`config.mk`:
```
export PLATFORM = sky130hd
export DESIGN_NAME = max_priority_queue
export DESIGN_NICKNAME = d
export VERILOG_FILES = /design/src/hdl/mpq_pkg.sv /design/src/hdl/mpq_cell.sv /design/src/hdl/max_priority_queue.sv
export VERILOG_INCLUDE_DIRS = /design/src /design/src/hdl
export SDC_FILE = /design/constraint.sdc
export NUM_CORES = 2
export LEC_CHECK = 0
export CAP_MARGIN = 20
export CORE_ASPECT_RATIO = 1.75
export CORE_MARGIN = 1.5
export CORE_UTILIZATION = 62
export DETAILED_ROUTE_END_ITERATION = 12
export DONT_BUFFER_PORTS = 1
export PLACE_DENSITY = 0.78
export SLEW_MARGIN = 25
export SYNTH_ARGS = -nofsm -noshare
export SYNTH_HDL_FRONTEND = slang
export SYNTH_HIERARCHICAL = 1
export SYNTH_SLANG_ARGS = --single-unit
```
`constraint.sdc`:
```
create_clock -name clk -period 7.65 [get_ports clk]
set_input_delay 0.3825 -clock clk [delete_from_list [all_inputs] [get_ports clk]]
set_output_delay 0.3825 -clock clk [all_outputs]
set_load 0.03 [all_outputs]
```
`src/hdl/max_priority_queue_assert.svh`:
```
// Assertion macros used by the priority queue RTL.
`ifndef MAX_PRIORITY_QUEUE_ASSERT_SVH
`define MAX_PRIORITY_QUEUE_ASSERT_SVH

// Same-cycle implication, checked outside reset.
`define MPQ_ASSERT_NOW(name, clk, rst_n, ante, cons) \
  name: assert property (@(posedge clk) disable iff (!rst_n) (ante) |-> (cons)) \
    else $error("mpq check failed");

// Next-cycle implication, checked outside reset.
`define MPQ_ASSERT_NEXT(name, clk, rst_n, ante, cons) \
  name: assert property (@(posedge clk) disable iff (!rst_n) (ante) |=> (cons)) \
    else $error("mpq check failed");

`endif

```
`src/hdl/mpq_pkg.sv`:
```
// Package with widths, codes and transaction types of the priority queue.
`timescale 1ns / 1ps
package mpq_pkg;

  localparam int QUEUE_DEPTH   = 32;
  localparam int ID_BITS       = 20;
  localparam int PRIORITY_BITS = 16;
  localparam int COUNT_BITS    = $clog2(QUEUE_DEPTH + 1);

  typedef enum logic {
    OP_INSERT = 1'b0,
    OP_POP    = 1'b1
  } op_t;

  typedef enum logic [1:0] {
    ST_INSERTED = 2'd0,
    ST_POPPED   = 2'd1,
    ST_EMPTY    = 2'd2,
    ST_FULL     = 2'd3
  } status_t;

  // Priority sits in the upper bits, so a plain unsigned compare gives pair order.
  typedef struct packed {
    logic [PRIORITY_BITS-1:0] prio;
    logic [ID_BITS-1:0]       id;
  } pair_t;

  typedef struct packed {
    op_t                      func;
    logic [ID_BITS-1:0]       item_id;
    logic [PRIORITY_BITS-1:0] item_priority;
  } in_t;

  typedef struct packed {
    status_t               status;
    logic [ID_BITS-1:0]    popped_id;
    logic [COUNT_BITS-1:0] entry_count;
  } out_t;

  // Chain-wide command for one update cycle.
  typedef struct packed {
    logic ins_en;
    logic pop_en;
  } cell_cmd_t;

endpackage

```
`src/hdl/mpq_cell.sv`:
```
// One cell of the sorted chain: holds a pair and trades with its neighbors.
`timescale 1ns / 1ps
module mpq_cell (
  input  logic              clk,
  input  mpq_pkg::cell_cmd_t cmd,
  input  mpq_pkg::pair_t    new_pair,
  input  logic              occ,
  input  mpq_pkg::pair_t    left_pair,
  input  logic              left_above,
  input  mpq_pkg::pair_t    right_pair,
  output mpq_pkg::pair_t    pair,
  output logic              above
);
  import mpq_pkg::*;

  pair_t pair_r;
  pair_t pair_nxt;

  // The new pair belongs above this cell when the cell is empty or ranks lower.
  assign above = !occ || (new_pair > pair_r);
  assign pair  = pair_r;

  // Insert shifts the lower part of the chain down by one; pop shifts the whole chain up.
  always_comb begin
    pair_nxt = pair_r;
    if (cmd.ins_en) begin
      if (above) begin
        pair_nxt = left_above ? left_pair : new_pair;
      end
    end else if (cmd.pop_en) begin
      pair_nxt = right_pair;
    end
  end

  always_ff @(posedge clk) begin
    pair_r <= pair_nxt;
  end

endmodule

```
`src/hdl/max_priority_queue.sv`:
```
// Max-priority queue built as a sorted shift chain of cells.
// A command passes the command register, then the chain update, in which every cell
// moves in parallel; the result strobe then comes from the output register. The block
// takes no new command until the chain update of the last one is done, at any depth.
// Reset empties the queue and drops the strobe; cell contents are not cleared.
// Results cannot be stalled; busy alone paces the input.
`timescale 1ns / 1ps
module max_priority_queue (
  input  logic           clk,
  input  logic           rst_n,
  input  logic           start,
  output logic           busy,
  input  mpq_pkg::in_t   in_item,
  output logic           out_valid,
  output mpq_pkg::out_t  out_item
);
  import mpq_pkg::*;

  // Command register.
  logic                  cmd_valid_r;
  op_t                   cmd_op_r;
  pair_t                 cmd_pair_r;
  logic [COUNT_BITS-1:0] count_r;
  logic [COUNT_BITS-1:0] count_nxt;
  logic                  out_valid_r;
  out_t                  out_r;
  out_t                  out_nxt;
  cell_cmd_t             cell_cmd;
  logic                  is_full;
  logic                  is_empty;

  pair_t                 cell_pair  [QUEUE_DEPTH];
  logic                  cell_above [QUEUE_DEPTH];
  logic [QUEUE_DEPTH-1:0] occ;

  assign busy      = cmd_valid_r;
  assign out_valid = out_valid_r;
  assign out_item  = out_r;

  always_ff @(posedge clk) begin
    if (!rst_n) begin
      cmd_valid_r <= 1'b0;
    end else begin
      cmd_valid_r <= start && !cmd_valid_r;
    end
  end

  always_ff @(posedge clk) begin
    if (start && !cmd_valid_r) begin
      cmd_op_r        <= in_item.func;
      cmd_pair_r.prio <= in_item.item_priority;
      cmd_pair_r.id   <= in_item.item_id;
    end
  end

  // Occupancy thermometer: cell i holds a pair when i is below the count.
  genvar gi;
  generate
    for (gi = 0; gi < QUEUE_DEPTH; gi++) begin : g_occ
      assign occ[gi] = (count_r > COUNT_BITS'(gi));
    end
  endgenerate

  assign is_full  = (count_r == COUNT_BITS'(QUEUE_DEPTH));
  assign is_empty = (count_r == '0);

  // Chain command: a full insert or an empty pop leaves the chain alone.
  always_comb begin
    cell_cmd.ins_en = cmd_valid_r && (cmd_op_r == OP_INSERT) && !is_full;
    cell_cmd.pop_en = cmd_valid_r && (cmd_op_r == OP_POP) && !is_empty;
  end

  // The cell chain, highest pair at cell zero.
  generate
    for (gi = 0; gi < QUEUE_DEPTH; gi++) begin : g_cell
      pair_t left_pair;
      logic  left_above;
      pair_t right_pair;
      if (gi == 0) begin : g_head
        assign left_pair  = cmd_pair_r;
        assign left_above = 1'b0;
      end else begin : g_mid
        assign left_pair  = cell_pair[gi-1];
        assign left_above = cell_above[gi-1];
      end
      if (gi == QUEUE_DEPTH - 1) begin : g_tail
        assign right_pair = cell_pair[gi];
      end else begin : g_body
        assign right_pair = cell_pair[gi+1];
      end
      mpq_cell u_cell (
        .clk        (clk),
        .cmd        (cell_cmd),
        .new_pair   (cmd_pair_r),
        .occ        (occ[gi]),
        .left_pair  (left_pair),
        .left_above (left_above),
        .right_pair (right_pair),
        .pair       (cell_pair[gi]),
        .above      (cell_above[gi])
      );
    end
  endgenerate

  // Result and count for the transaction in the update cycle.
  always_comb begin
    count_nxt         = count_r;
    out_nxt.status    = ST_INSERTED;
    out_nxt.popped_id = '0;
    case (cmd_op_r)
      OP_INSERT: begin
        if (is_full) begin
          out_nxt.status = ST_FULL;
        end else begin
          count_nxt = count_r + COUNT_BITS'(1);
        end
      end
      OP_POP: begin
        if (is_empty) begin
          out_nxt.status = ST_EMPTY;
        end else begin
          out_nxt.status    = ST_POPPED;
          out_nxt.popped_id = cell_pair[0].id;
          count_nxt         = count_r - COUNT_BITS'(1);
        end
      end
      default: begin
        out_nxt.status = ST_INSERTED;
      end
    endcase
    out_nxt.entry_count = count_nxt;
  end

  always_ff @(posedge clk) begin
    if (!rst_n) begin
      count_r     <= '0;
      out_valid_r <= 1'b0;
    end else begin
      out_valid_r <= cmd_valid_r;
      if (cmd_valid_r) begin
        count_r <= count_nxt;
      end
    end
  end

  always_ff @(posedge clk) begin
    if (cmd_valid_r) begin
      out_r <= out_nxt;
    end
  end

  // Checks on the sequencing and the count.
`include "max_priority_queue_assert.svh"

  `MPQ_ASSERT_NOW(a_count_bound, clk, rst_n, 1'b1, count_r <= COUNT_BITS'(QUEUE_DEPTH))
  `MPQ_ASSERT_NEXT(a_cmd_strobe, clk, rst_n, cmd_valid_r, out_valid_r && !cmd_valid_r)
  `MPQ_ASSERT_NEXT(a_accept_busy, clk, rst_n, start && !busy, busy)
  `MPQ_ASSERT_NOW(a_count_report, clk, rst_n, out_valid_r, out_r.entry_count == count_r)

endmodule

```
# Word-level counts from Yosys, hierarchy flattened
# Index checks and enable logic that the tools add are counted.
# classes
shift	0
reduce_logical	107
order_cmp	64
div_mod_pow	0
n_eq_ne	32
muxes	130
addsub	2
mul	0
n_bitwise	1
# op_table
operator	n
$mux 36	124
$gt 36x36->1	32
$gt 6x5->1 const B	16
$reduce_and 2->1	32
$ne 2x1->1 const B	31
$gt 6x4->1 const B	8
$logic_not 1->1	35
$logic_or 1x1->1	32
$gt 6x3->1 const B	4
$gt 6x1->1 const B	2
$gt 6x2->1 const B	2
$mux 6	2
$pmux 6 s2	1
$add 6x1->6 const B	1
$eq 6x6->1 const B	1
$logic_not 6->1	1
$sub 6x1->6 const B	1
$logic_and 1x1->1	5
$mux 2	2
$pmux 2 s2	1
$reduce_bool 2->1	1
$reduce_or 2->1	1
$not 1->1	1
# word_totals
register_bits	1225
mem_bits_ro	0
word_cells	409
ramBits	0
latch_bits	0
n_memories	0
output_inout_bits	30

# Logic depth before layout (Yosys ltp)
# depth
word_depth	6
mapped_depth	13
ltp_nobuf	10

# Modules after synthesis
# The synthesis kept the hierarchy.
# by_module_without_submodules
mod	n_inst	cells_per_inst	seq_area_each_um2	area_per_inst_um2
mpq_cell	32	292	1081.0	2775.2
max_priority_queue	1	236	2112.0	3060.4

# Least setup slack after synthesis
# No wires, ideal clock.
# synth_timing
path_kind	flip-flop to flip-flop
startpoint	register cmd_valid_r (netlist: busy)
endpoint	register g_cell[0].u_cell.pair_r (netlist bit g_cell[0].u_cell/pair[0]), enable pin
setup_time_ns	0.434
path_stages_with_launch	6
setup_slack_ns	2.093
t_arrival_ns	5.123
path_cell_list	dfxtp_1 clkbuf_1 and3b_1 clkbuf_1 o21ai_0 o21ai_1
# synth_rtl
item	line_no	text
start, declared	max_priority_queue.sv:20	logic cmd_valid_r;
start signal, assigned	max_priority_queue.sv:44	cmd_valid_r <= start && !cmd_valid_r;
end signal, assigned	mpq_cell.sv:36	pair_r <= pair_nxt;
end, declared	mpq_cell.sv:16	pair_t pair_r;

==> results.md <==
- First-pass GRT wire length: 372 mm
- Reg2Reg Setup Slack: 2.68 ns
- CTS H-Tree Depth: 3
- Starting Density: 62.6%
- Ys Warns: 6
- Final min period: 4.97 ns
- Met1 Usage GRT: 30.7%
- CP Max Fanout: 42
- Status: finished clean
- Mapped cell area: 91900 um^2
- Post-DP HPWL: 180 mm
- Num Clock Sinks: 1225
- Switching Fraction: 29.7%
- Die Span Y: 512 um
- I/O pin count: 70
- FF-to-FF Start: cmd_pair_r[6]
- Nets@finish: 10686
- Die Area: 151000 um^2
- CTS tree: built
- Clk pin slew, worst setup/hold paths: 0.06 ns
- Root Buffer Master: clkbuf_16
- Comb power frac: 20.0%
- Critical Path Source: cmd_pair_r[6]
- P per Cell Area: 182 nW/um^2
- Global Route Usage Sum: 31.0%
- Final Cycle Share: 65.0%
- DRT antenna net count: 0
- Grt met2 use: 56.6%
- CP Launch Type: flip-flop
- Worst reg2reg endpoint: g_cell[31].u_cell/pair[6]
- Core Box Area: 147000 um^2
- Vias per cell: 6.08
- CP Capture Point: g_cell[31].u_cell/pair[6]
- Critical Path End Type: flip-flop
- FMAX: 201 MHz
- Mapped Nets: 10774
- GPL Wtd Cong: 0.912
- Worst-margin pin slew: 1.22 ns
- IO Port Bufs: 0
- WHS: 0.244 ns
- Syn Inst Count: 9578
- CTS buffer count: 121
- Syn Area/Cell: 9.59 um^2
- Filler cells: 11306
- Slew headroom: 17.7%
- Final Hold Vio Count: 0
- Worst Hold Class: in2reg
- Drt total wl: 238 mm
- Layout area overhead: 7.77%
- WP data required: 8.12 ns
- Final TNS setup: 0 ns
- Remaining DRCs: 0
- Initial antenna violation count: 5
- Clock Power Share: 33.5%
- Wire per inst: 20.6 um
- Number of global-route vias before repair: 72426
- Worst EP arrival: 5.44 ns
- Max Slew Vio Count: 0
- Psw: 5.34 mW
- Register share of total power: 46.5%
- Share of layout cells above drive strength 1: 6.55%
- GR peak layer: met2
- P_leak: 49.8 nW
- Clock Path Buffers: 3
- RSZ-0062 raised after global routing: false
- Grt ovf: 0
- Peak VDD IR: 0.227 mV
- Vias: 70303
- Final Skew: 0.0353 ns
- Clock Latency Late Sink: 0.77 ns
- Met3 Usage GRT: 2.91%
- Int Pwr: 12.6 mW
- Die W: 294 um
- Final setup vio count: 0
- Max cap viols: 0
- Site row count: 186
- DR iter-0 viols: 4345
- Reg2Reg Depth: 11
- Class of the most critical setup path: reg2reg
- First-pass detailed-route iteration total: 8
- Largest net degree at the start of global routing: 305
critical path: stages (launching register included):
cell	delay [ns]
edfxtp_1	1.02
buf_4	0.60
ha_1	0.25
nand4_1	0.10
nor4_1	1.00
nand2_2	0.16
o22ai_2	0.14
a211oi_2	0.09
o21ai_4	0.17
buf_4	0.60
mux2i_1	0.32
a21oi_1	0.10
through the flow:
| stage | utilization [%] | std cells | instance area [um^2] | worst slack (ns) | power (mW) |
|---|---|---|---|---|---|
| after CTS | 67.3 | 11556 | 98900 | 2.85 | 18.0 |
| after floorplan | - | 9578 | 91900 | 2.09 | 10.9 |
| after detailed placement | 64.4 | 11299 | 94600 | 2.88 | 12.0 |
| final | 67.4 | 11564 | 99000 | 2.68 | 18.0 |
| after global routing | 67.4 | 11562 | 99000 | 2.62 | 18.7 |
| after global placement | 64.4 | 11298 | 94600 | 3.01 | 11.8 |
power groups by stage:
| stage | combinational [mW] | sequential (mW) | clock (mW) |
|---|---|---|---|
| finish | 3.60 | 8.36 | 6.01 |
| global route | 3.98 | 8.41 | 6.32 |
| CTS | 3.55 | 8.36 | 6.11 |
| detailed placement | 3.51 | 8.50 | 0 |
| global placement | 3.30 | 8.48 | 0 |
| floorplan | 2.42 | 8.50 | 0 |
flip-flops by register name (all words and copies together) (netlist names):
name and cells:
g_cell.u_cell/pair 1152, busy 1, cmd_pair_r 36, out_item 28, cmd_op_r 1, count_r 6, out_valid 1
repair_timing:
item                                   in CTS  in global routing
gates resized for setup                     0                  0
setup endpoints to repair                   0                  0
setup buffers                               0                  0
hold buffers                               38                  0
endpoints found under the hold margin      45                  0
worst min-delay path by stage:
stage | startpoint | end | slack (ns) | cells past startpoint
final | in_item[28] | cmd_pair_r[12] | 0.24 | 1
after CTS | in_item[28] | cmd_pair_r[12] | 0.19 | 1
after global routing | in_item[22] | cmd_pair_r[6] | 0.23 | 1
after floorplan | in_item[36] | cmd_op_r | 0.48 | 0
after detailed placement | in_item[28] | cmd_pair_r[12] | 0.48 | 0
after global placement | in_item[28] | cmd_pair_r[12] | 0.48 | 0
layout by cell type, fill, tap and decap left out, types with 33 or more instances in the layout:
master,count
clkbuf_16,123
nand2_1,409
nor2_1,1253
edfxtp_1,1217
nand4_2,64
o21ai_4,63
inv_1,1222
ha_1,1156
mux2i_1,1154
o21a_1,35
nor3_1,69
dlygate4sd3_1,38
o21ai_0,208
a21o_1,68
nand4_1,225
nand3_1,68
o211ai_1,33
buf_4,138
a21oi_1,1605
per-layer routing:
metal	up-vias	share of wire, %
met3	868	3.4
li1	34365	-
met1	33144	35
met5	-	0
met2	1926	52
met4	0	10
cell type report:
cell class,count,area (um^2),area share (%)
Tap cell,1974,2470,2.50
Clock inverter,70,674,0.681
Inverter,1224,4590,4.64
Timing Repair Buffer,191,1710,1.73
Antenna cell,4,10.0,0.0101
Clock buffer,149,3200,3.23
Multi-Input combinational cell,6727,49600,50.1
Sequential cell,1225,36700,37.1
Note: power is estimated with default switching activity, not from simulation.
